<file path="src/hdl/yenc_pkg.sv">
`timescale 1ns / 1ps
`default_nettype none
// ----------------------------------------------------------------------------
// yEnc line encoder package
// Character constants, the CRC-32 byte update and the group of encoded
// characters that one raw byte produces.
// ----------------------------------------------------------------------------
package yenc_pkg;

    localparam logic [7:0]  CHAR_OFFSET       = 8'd42;
    localparam logic [7:0]  ESC_OFFSET        = 8'd64;
    localparam logic [7:0]  CH_NUL            = 8'h00;
    localparam logic [7:0]  CH_LF             = 8'h0A;
    localparam logic [7:0]  CH_CR             = 8'h0D;
    localparam logic [7:0]  CH_EQ             = 8'h3D;
    localparam logic [7:0]  CH_DOT            = 8'h2E;
    localparam logic [7:0]  LINE_LENGTH_RESET = 8'd128;
    localparam logic [31:0] CRC_POLY          = 32'hEDB88320;
    localparam logic [31:0] CRC_INIT          = 32'hFFFFFFFF;

    // Up to four characters, the number in use (1 to 4), the end-of-message
    // flag and the final CRC (zero unless the message ends here).
    typedef struct packed {
        logic [3:0][7:0] chars;
        logic [2:0]      num;
        logic            last;
        logic [31:0]     crc;
    } group_t;

    // Reflected CRC-32 update by one byte; this is a fixed XOR network.
    function automatic logic [31:0] crc32_byte(input logic [31:0] crc,
                                               input logic [7:0]  data);
        logic [31:0] c;
        c = crc ^ {24'd0, data};
        for (int i = 0; i < 8; i++)
        begin
            if (c[0])
            begin
                c = (c >> 1) ^ CRC_POLY;
            end
            else
            begin
                c = c >> 1;
            end
        end
        return c;
    endfunction

endpackage
`default_nettype wire

</file>
<file path="src/hdl/yenc_enc_core.sv">
`timescale 1ns / 1ps
`default_nettype none
// ----------------------------------------------------------------------------
// yEnc encoding core
// Turns one raw byte and the line state into its group of output characters,
// the next line count and the next CRC register value.
// ----------------------------------------------------------------------------
module yenc_enc_core (
    input  wire logic [7:0]       data_byte,
    input  wire logic             last_byte,
    input  wire logic [7:0]       line_count,
    input  wire logic [7:0]       line_length,
    input  wire logic [31:0]      crc_in,
    output yenc_pkg::group_t      grp,
    output logic [7:0]            count_next,
    output logic [31:0]           crc_next
);

    logic [7:0]  c;
    logic        esc;
    logic        dot;
    logic [1:0]  n_data;
    logic [9:0]  cnt_sum;
    logic        brk;
    logic [31:0] crc_upd;

    assign c   = data_byte + yenc_pkg::CHAR_OFFSET;
    assign esc = (c == yenc_pkg::CH_NUL) || (c == yenc_pkg::CH_CR) ||
                 (c == yenc_pkg::CH_LF)  || (c == yenc_pkg::CH_EQ);
    assign dot = (c == yenc_pkg::CH_DOT) && (line_count == 8'd0);

    // The count is taken in ten bits so that it cannot wrap before the compare.
    assign n_data  = (dot || esc) ? 2'd2 : 2'd1;
    assign cnt_sum = {2'b00, line_count} + {8'd0, n_data};
    assign brk     = cnt_sum >= {2'b00, line_length};
    assign crc_upd = yenc_pkg::crc32_byte(crc_in, data_byte);

    always_comb
    begin
        grp.chars = '0;
        case ({dot, esc})
            2'b10:
            begin
                grp.chars[0] = yenc_pkg::CH_DOT;
                grp.chars[1] = yenc_pkg::CH_DOT;
            end
            2'b01:
            begin
                grp.chars[0] = yenc_pkg::CH_EQ;
                grp.chars[1] = c + yenc_pkg::ESC_OFFSET;
            end
            default:
            begin
                grp.chars[0] = c;
            end
        endcase
        grp.num = {1'b0, n_data};
        if (brk)
        begin
            grp.chars[n_data]        = yenc_pkg::CH_CR;
            grp.chars[n_data + 2'd1] = yenc_pkg::CH_LF;
            grp.num                  = {1'b0, n_data} + 3'd2;
        end
        grp.last = last_byte;
        grp.crc  = last_byte ? ~crc_upd : 32'd0;
    end

    assign count_next = (brk || last_byte) ? 8'd0 : cnt_sum[7:0];
    assign crc_next   = last_byte ? yenc_pkg::CRC_INIT : crc_upd;

endmodule
`default_nettype wire

</file>
<file path="src/hdl/yenc_out_stage.sv">
`timescale 1ns / 1ps
`default_nettype none
// ----------------------------------------------------------------------------
// yEnc output stage
// Holds one group of encoded characters and sends it one beat at a time.
// ----------------------------------------------------------------------------
module yenc_out_stage (
    input  wire logic             clk,
    input  wire logic             rst_n,
    input  wire logic             load,
    input  wire yenc_pkg::group_t grp_in,
    output logic                  free,
    output logic                  m_tvalid,
    input  wire logic             m_tready,
    output logic [39:0]           m_tdata,   // out_byte [7:0], crc_value [39:8]
    output logic                  m_tlast,   // run_end
    output logic                  m_tuser    // crc_valid
);

    yenc_pkg::group_t grp_reg;
    logic             valid_reg;
    logic [1:0]       idx_reg;
    logic             last_beat;

    assign last_beat = ({1'b0, idx_reg} + 3'd1) == grp_reg.num;
    assign free      = !valid_reg || (m_tready && last_beat);

    always_ff @(posedge clk or negedge rst_n)
    begin
        if (!rst_n)
        begin
            valid_reg <= 1'b0;
            idx_reg   <= 2'd0;
        end
        else if (load)
        begin
            valid_reg <= 1'b1;
            idx_reg   <= 2'd0;
        end
        else if (valid_reg && m_tready)
        begin
            if (last_beat)
            begin
                valid_reg <= 1'b0;
            end
            else
            begin
                idx_reg <= idx_reg + 2'd1;
            end
        end
    end

    always_ff @(posedge clk)
    begin
        if (load)
        begin
            grp_reg <= grp_in;
        end
    end

    assign m_tvalid      = valid_reg;
    assign m_tdata[7:0]  = grp_reg.chars[idx_reg];
    assign m_tdata[39:8] = last_beat ? grp_reg.crc : 32'd0;
    assign m_tlast       = last_beat;
    assign m_tuser       = valid_reg && last_beat && grp_reg.last;

    a_idx_in_group: assert property (@(posedge clk) disable iff (!rst_n)
        valid_reg |-> ({1'b0, idx_reg} < grp_reg.num))
        else $error("character index beyond its group");

    a_load_when_free: assert property (@(posedge clk) disable iff (!rst_n)
        load |-> free)
        else $error("group loaded while the previous one is still being sent");

    a_crc_on_end: assert property (@(posedge clk) disable iff (!rst_n)
        m_tuser |-> (m_tvalid && m_tlast))
        else $error("CRC flagged on a beat that does not end its group");

    a_crc_zero: assert property (@(posedge clk) disable iff (!rst_n)
        (m_tvalid && !m_tuser) |-> (m_tdata[39:8] == 32'd0))
        else $error("CRC field not zero outside the end of a message");

endmodule
`default_nettype wire

</file>
<file path="src/hdl/yenc_line_encoder_unit.sv">
`timescale 1ns / 1ps
`default_nettype none
// ----------------------------------------------------------------------------
// yEnc line encoder unit
// Encodes a raw byte stream to yEnc with NNTP dot-stuffing, CR LF line
// breaking at a configurable length and a running CRC-32 per message.
// ----------------------------------------------------------------------------
//
//  Channel  Direction  Beat contents
//  -------  ---------  ---------------------------------------------------
//  s_*      in         tdata[7:0] data_byte, tlast last_byte
//  m_*      out        tdata[7:0] out_byte, tdata[39:8] crc_value,
//                      tlast run_end, tuser crc_valid
//  cfg_*    in         data[7:0] line_length (reset 128)
//
// Each raw byte yields one to four output beats on the master channel,
// and that beat count sets the rate.
// The whole encoding of a byte is done in the cycle it is accepted and
// loaded into the output stage, and the next byte is accepted in the same
// cycle as the last beat of the current group leaves, so groups follow
// with no gap. A stall on m_tready holds the current beat and, once the
// output stage is full, holds s_tready low. Reset clears the line count,
// sets the CRC register to all ones and the line length to 128.
// ----------------------------------------------------------------------------
module yenc_line_encoder_unit (
    input  wire logic        clk,
    input  wire logic        rst_n,
    input  wire logic        s_tvalid,
    output logic             s_tready,
    input  wire logic [7:0]  s_tdata,   // data_byte [7:0]
    input  wire logic        s_tlast,   // last_byte
    output logic             m_tvalid,
    input  wire logic        m_tready,
    output logic [39:0]      m_tdata,   // out_byte [7:0], crc_value [39:8]
    output logic             m_tlast,   // run_end
    output logic             m_tuser,   // crc_valid
    input  wire logic        cfg_valid,
    output logic             cfg_ready,
    input  wire logic [7:0]  cfg_data   // line_length [7:0]
);

    logic [7:0]       line_length_reg;
    logic [7:0]       line_count_reg;
    logic [31:0]      crc_reg;
    logic [7:0]       line_count_next;
    logic [31:0]      crc_next;
    yenc_pkg::group_t grp;
    logic             accept;
    logic             free;

    // The configuration register can always be written.
    assign cfg_ready = 1'b1;
    assign s_tready  = free;
    assign accept    = s_tvalid && s_tready;

    yenc_enc_core u_core (
        .data_byte   (s_tdata),
        .last_byte   (s_tlast),
        .line_count  (line_count_reg),
        .line_length (line_length_reg),
        .crc_in      (crc_reg),
        .grp         (grp),
        .count_next  (line_count_next),
        .crc_next    (crc_next)
    );

    // Line and CRC state advance when a byte is accepted, so the following
    // byte is encoded against it straight away.
    always_ff @(posedge clk or negedge rst_n)
    begin
        if (!rst_n)
        begin
            line_length_reg <= yenc_pkg::LINE_LENGTH_RESET;
            line_count_reg  <= 8'd0;
            crc_reg         <= yenc_pkg::CRC_INIT;
        end
        else
        begin
            if (cfg_valid && cfg_ready)
            begin
                line_length_reg <= cfg_data;
            end
            if (accept)
            begin
                line_count_reg <= line_count_next;
                crc_reg        <= crc_next;
            end
        end
    end

    yenc_out_stage u_out (
        .clk      (clk),
        .rst_n    (rst_n),
        .load     (accept),
        .grp_in   (grp),
        .free     (free),
        .m_tvalid (m_tvalid),
        .m_tready (m_tready),
        .m_tdata  (m_tdata),
        .m_tlast  (m_tlast),
        .m_tuser  (m_tuser)
    );

endmodule
`default_nettype wire

</file>
<file path="config.mk">
export PLATFORM = sky130hd
export DESIGN_NAME = yenc_line_encoder_unit
export DESIGN_NICKNAME = d
export VERILOG_FILES = /design/src/hdl/yenc_pkg.sv /design/src/hdl/yenc_enc_core.sv /design/src/hdl/yenc_out_stage.sv /design/src/hdl/yenc_line_encoder_unit.sv
export SDC_FILE = /design/constraint.sdc
export NUM_CORES = 1
export LEC_CHECK = 0
export CORE_MARGIN = 5
export CORE_UTILIZATION = 25
export DETAILED_ROUTE_END_ITERATION = 12
export DONT_BUFFER_PORTS = 1
export SYNTH_ARGS = -nofsm -noshare
export SYNTH_HDL_FRONTEND = slang
export SYNTH_SLANG_ARGS = --single-unit
export TNS_END_PERCENT = 100
</file>
<file path="constraint.sdc">
create_clock -name clk -period 3.6 [get_ports clk]
set_input_delay 0.72 -clock clk [delete_from_list [all_inputs] [get_ports clk]]
set_output_delay 0.72 -clock clk [all_outputs]
set_load 0.1 [all_outputs]
</file>
==> results of run 1 <==
-- critical path: stages --
cell,delay (ps)
a21oi_4,130
nor2b_1,60
nor2_1,130
xor2_1,250
ha_2,260
nor4bb_4,190
nand4_1,100
or2_4,260
ha_4,190
fa_2,350
nand3b_1,230
nor2_2,170
nor2b_2,60
nand2b_4,150
ha_4,280
nand2_4,60
o21ai_4,160
a31oi_4,60
buf_6,150
a21oi_4,200
and4b_1,220
-- layout by cell type (no fill, tap or decap), types with 3 or more instances in the layout --
cell / count
a21oi_1: 19
dfrtp_1: 18
nor2_2: 7
a31oi_1: 15
o21ai_0: 11
nand2b_1: 4
mux2i_1: 6
inv_1: 17
o21ai_1: 3
or2_2: 3
a21oi_4: 6
buf_4: 69
and2_1: 62
xnor2_1: 42
nor2b_1: 4
ha_4: 7
buf_12: 25
ha_1: 7
a22o_1: 3
xnor2_4: 9
o21ai_2: 5
xor2_1: 22
nor3b_2: 3
clkbuf_16: 10
buf_6: 5
dfstp_2: 33
edfxtp_1: 54
a21o_1: 5
xnor2_2: 10
nor2_1: 39
nand2_1: 23
-- synth_stat cells (3+ instances only) --
library cell	count
or2_2	4
o21ai_0	20
nand2b_1	6
a22o_1	3
nor3b_1	3
nor2_1	45
xnor2_1	44
a21o_1	5
mux2i_1	6
inv_1	19
nor2b_1	6
a31oi_1	15
dfstp_2	33
a21oi_1	24
clkbuf_1	12
dfrtp_1	18
ha_1	16
and2_1	62
nand2_1	26
buf_2	6
edfxtp_1	54
xor2_1	22
xnor2_2	9
nand3_1	4
xnor2_4	8
-- cell families after synthesis --
logic type	share of synthesized area
compound gates	0.0889
xor+xnor	0.168
simple gates	0.153
mux	0.0217
fa+ha+maj	0.0375
buf+inv	0.0288
flops	0.501
other cells	0.000639
-- final cells by class --
type,instances,area share
Clock buffer,11,0.0306
Sequential cell,105,0.370
Inverter,21,0.0104
Timing Repair Buffer,100,0.139
Tap cell,319,0.0503
Multi-Input combinational cell,367,0.395
Clock inverter,5,0.00488
-- final timing paths --
check	from	end	slack (ps)
min	rst_n	line_length_reg[6]$_DFFE_PN0P_	60
min reg2reg	crc_reg[28]$_DFFE_PN1P_	crc_reg[28]$_DFFE_PN1P_	460
min in group clk	cfg_valid	line_length_reg[7]$_DFFE_PN1P_	420
max reg2reg	line_count_reg[5]$_DFFE_PN0P_	u_out.grp_reg[51]$_DFFE_PP_	-80
max	s_tdata[2]	u_out.grp_reg[51]$_DFFE_PP_	-650
max in group asynchronous	rst_n	crc_reg[10]$_DFFE_PN1P_	3340
-- repair_timing --
| action | in CTS | in global routing |
|---|---|---|
| setup endpoints to repair | 20 | 20 |
| resized for setup | 16 | 33 |
| gates cloned | 1 | 0 |
| pin swaps | 7 | 18 |
| hold endpoints to repair | 0 | 0 |
| buffers inserted | 19 | 7 |
-- layer usage --
metal,global-route usage,vias up,routed length (um)
met5,0,-,0
met2,0.172,74,6690
li1,-,1926,-
met3,0.0255,15,729
met1,0.133,1846,6050
met4,0.0320,0,214
-- metrics by stage --
stage	worst slack (ps)	instances	setup TNS, ps
6_report	-646	928	-10870
5_1_grt	-887	928	-16140
4_1_cts	-663	925	-11600
3_5_place_dp	-1080	889	-19770
3_3_place_gp	-971	889	-17520
2_1_floorplan	-867	513	-15100
==> summary.txt, run 1 <==
Area after DPL: 7210 um^2
Initial drt markers: 169
Average size of a mapped cell: 11.4 um^2
Synth cell types: 57
Synth warn: 0
Tcrit/Tclk final: 1.18
Clock transition at path regs: 60 ps
EDFF count, synth: 54
CTS Buffer Depth: 2
Clock buffer count from CTS: 9
Max FFs per register: 54
Mapped Nets: 552
Reg area: 2940 um^2
Area of the mapped netlist: 5870 um^2
Failing checks: negative setup slack
Dpl hpwl: 9.62 mm
N_diodes: 0
Synth top area share: 0.276
Die width: 163 um
# fillers: 2317
Number of global-route vias before repair: 3960
Core ar.: 23300 um^2
Worst EP required: 3710 ps
CTS tree: yes
Slew Viols, Final: 0
RSZ-0062 raised after global routing: true
Post-Route WL: 13.7 mm
WP data arrival: 4360 ps
Largest net degree at the start of global routing: 81
Die Y: 163 um
Hold Crit Class: input pin to asynchronous set/reset pin
Achievable Freq: 0.236 GHz
Layout area overhead: 35.3%
Post-synthesis sequential area ratio: 0.501
CTS root buffer: clkbuf_16
GRT Total Usage: 0.103
Row cnt: 56
Seq cells post-synth: 105
Sink Count: 105
WHS: 60.8 ps
Worst setup EP type: flop
Tmin final: 4250 ps
Drt pass-1 iters: 4
Ys async rst share: 0.486
DR WL/cell: 14.8 um
Final setup margin: -646 ps
Initial Util: 0.252
Max FO, Critical Path: 5
Remaining routing DRC violations: 0
Fin. Hold Viols: 0
Initial antenna violation count: 0
Pin slew with the least headroom to its limit: 873 ps
Routed vias: 3861
Post-route ant nets: 0
Synth area leaders: edfxtp_1 (28%), dfstp_2 (15%), dfrtp_1 (7.7%), and2_1 (6.6%), xnor2_1 (6.6%)
Final GP Congestion: 0.799
Crit path kind: input pin to flop
Port bufs: 0
Routed vias/inst: 4.16
Count of final setup violators: 20
Relative slew slack: 0.418
Result of the run: finished, violations left
Hold buffers post-CTS: 0
Area leader, netlist: edfxtp_1
First-pass GRT wire length: 21.5 mm
Clock Latency Late Sink: 360 ps
Setup crit start kind: input pin
Htree depth: 3
Die ar.: 26600 um^2
GRT overflow: 0
Mapped Cells: 513
I/O pins: 67
Ys flop type: edfxtp_1
Fin area: 7940 um^2
Max-Cap Viols: 0
# nets final: 643
Worst Clk Skew: 5.99 ps
Share of layout cells above drive strength 1: 0.378
FF-to-FF path depth: 17
Multi-input logic area: 3140 um^2
Final core utilization: 0.341
Power of run 1 is left out: the tool's default activity adds up to more than one toggle a clock period on the data nets, which glitch-free logic cannot reach.
==> inputs of run 2 (changes only) <==
- RECOVER_POWER: default -> 50
==> run 2 against run 1 <==
Die area did not move. Core utilization is 0.73 points lower. Global-route usage stayed put. Wire length is 0.12% higher. Fmax is essentially flat. Worst hold slack improved by 0.96 ps. Design area decreased by 2.1%. The flow still finishes with violations (negative setup slack). Worst setup slack got worse by 3.6 ps. Critical path depth did not move. Sequential cell count stayed put. Via count about the same. Register-to-register slack barely moved.
==> summary.txt, run 2 (synthesized netlist as in run 1, its figures left out) <==
Achievable Freq: 0.235 GHz
Metal-1 WL: 6.14 mm
Failing checks: negative setup slack
Core ar.: 23300 um^2
Crit path buf inv count: 1
# fillers: 2343
Worst setup EP type: flop
CTS tree: yes
FF-to-FF path depth: 17
CP max stage delay: 350 ps
Layout area overhead: 32.4%
Final setup margin: -650 ps
Highest-count cells in the layout ignoring fill and taps: buf_4 (62), edfxtp_1 (54), xnor2_1 (53), and2_1 (48), nor2_1 (39)
CTS Buffer Depth: 2
Commonest non-fill, non-tap cell in the layout: buf_4
Die ar.: 26600 um^2
I/O pins: 67
Number of global-route vias before repair: 3960
First-pass GRT wire length: 21.5 mm
Largest net degree at the start of global routing: 81
Drt pass-1 iters: 4
Hold Crit Class: input pin to asynchronous set/reset pin
R2R Setup Slk: -70 ps
GRT overflow: 0
Clock Latency Late Sink: 360 ps
Crit path kind: input pin to flop
Highest routed layer: met4
Initial drt markers: 146
GRT Total Usage: 0.103
Fin. Hold Viols: 0
Dpl hpwl: 9.62 mm
Setup crit start kind: input pin
Slew Viols, Final: 0
Die Y: 163 um
Reg area: 2940 um^2
CTS root buffer: clkbuf_16
Met3 Wirelength: 631 um
Fin area: 7770 um^2
Met2 routed WL: 6.73 mm
Share of layout cells above drive strength 1: 0.346
Htree depth: 3
N_diodes: 0
Remaining routing DRC violations: 0
Worst Clk Skew: 7.08 ps
Initial Util: 0.252
Sink Count: 105
Max FFs per register: 54
Multi-input logic area: 2990 um^2
Pin slew with the least headroom to its limit: 1480 ps
Routed vias/inst: 4.16
Critical-path top delay cell: fa_2
Tmin final: 4250 ps
DR WL/cell: 14.8 um
Result of the run: finished, violations left
Routed vias: 3863
Worst-path cell chain: a21oi_4, nor2b_1, nor2_1, xor2_1, ha_2, nor4bb_4, nand4_1, or2_4, ha_4, fa_2, nand3b_1, nor2_2, nor2b_2, nand2b_4, ha_4, nand2_4, o21ai_4, a31oi_4, buf_6, a21oi_4, and4b_1
Initial antenna violation count: 0
Max-Cap Viols: 0
Clock buffer count from CTS: 9
Post-Route WL: 13.7 mm
Relative slew slack: 0.0112
Post-route ant nets: 0
Row cnt: 56
WP data arrival: 4360 ps
Max FO, Critical Path: 5
R2R Path End: u_out.grp_reg[51]$_DFFE_PP_
Final GP Congestion: 0.799
Die width: 163 um
Launch point of the worst reg-to-reg path: line_count_reg[5]$_DFFE_PN0P_
Port bufs: 0
Clock transition at path regs: 60 ps
Area after DPL: 7210 um^2
# nets final: 643
Worst EP required: 3710 ps
Tcrit/Tclk final: 1.18
Count of final setup violators: 21
RSZ-0062 raised after global routing: true
Cell family with most CP delay: simple AND/OR/NAND/NOR gates
run 2: worst max-delay path by stage:
stage	depth (start not counted)	slack [ps]	end	startpoint
6_report	21	-650	u_out.grp_reg[51]$_DFFE_PP_	s_tdata[2]
5_1_grt	21	-890	u_out.grp_reg[50]$_DFFE_PP_	s_tdata[2]
4_1_cts	21	-660	u_out.grp_reg[51]$_DFFE_PP_	s_tdata[2]
3_5_place_dp	20	-1080	u_out.grp_reg[51]$_DFFE_PP_	s_tdata[2]
3_3_place_gp	21	-970	line_count_reg[2]$_DFFE_PN0P_	s_tdata[1]
2_1_floorplan	20	-870	u_out.grp_reg[51]$_DFFE_PP_	s_tdata[1]
run 2: worst reg2reg max path, delay by kind of cell, from the launching register on:
kind / cells / cell delay [ps]
adder cells (fa/ha/maj): 3 / 820
AND/OR/NAND/NOR: 9 / 1510
AO/OA/AOI/OAI: 3 / 430
flip-flops: 1 / 380
buffers and inverters: 2 / 310
run 2: repair_timing:
action,in CTS,in global routing
buffers inserted,19,7
cloned,1,0
gates resized for setup,16,33
pin swaps,7,18
hold buffers,0,0
setup endpoints to repair,20,20
run 2: layer usage:
layer  GRT usage  vias to the layer above
li1            -                     1932
met2       0.172                       64
met5           0                        -
met4      0.0320                        0
met1       0.133                     1854
met3      0.0255                       13
run 2: cell type report:
cell class | instances | share of cell area
Timing Repair Buffer | 100 | 0.139
Inverter | 21 | 0.0106
Sequential cell | 105 | 0.378
Multi-Input combinational cell | 367 | 0.385
Tap cell | 319 | 0.0514
Clock buffer | 11 | 0.0312
Clock inverter | 5 | 0.00499
run 2: metrics by stage:
step,hold slack (ps),TNS (ps),worst slack (ps),cells,util
floorplan,424,-15100,-867,513,-
global placement,430,-17520,-971,889,0.310
detailed placement,430,-19770,-1080,889,0.310
CTS,46.5,-11600,-663,925,0.332
global route,40.2,-16530,-887,928,0.334
finish,61.8,-11090,-650,928,0.334
Power of run 2 is left out for the same reason.
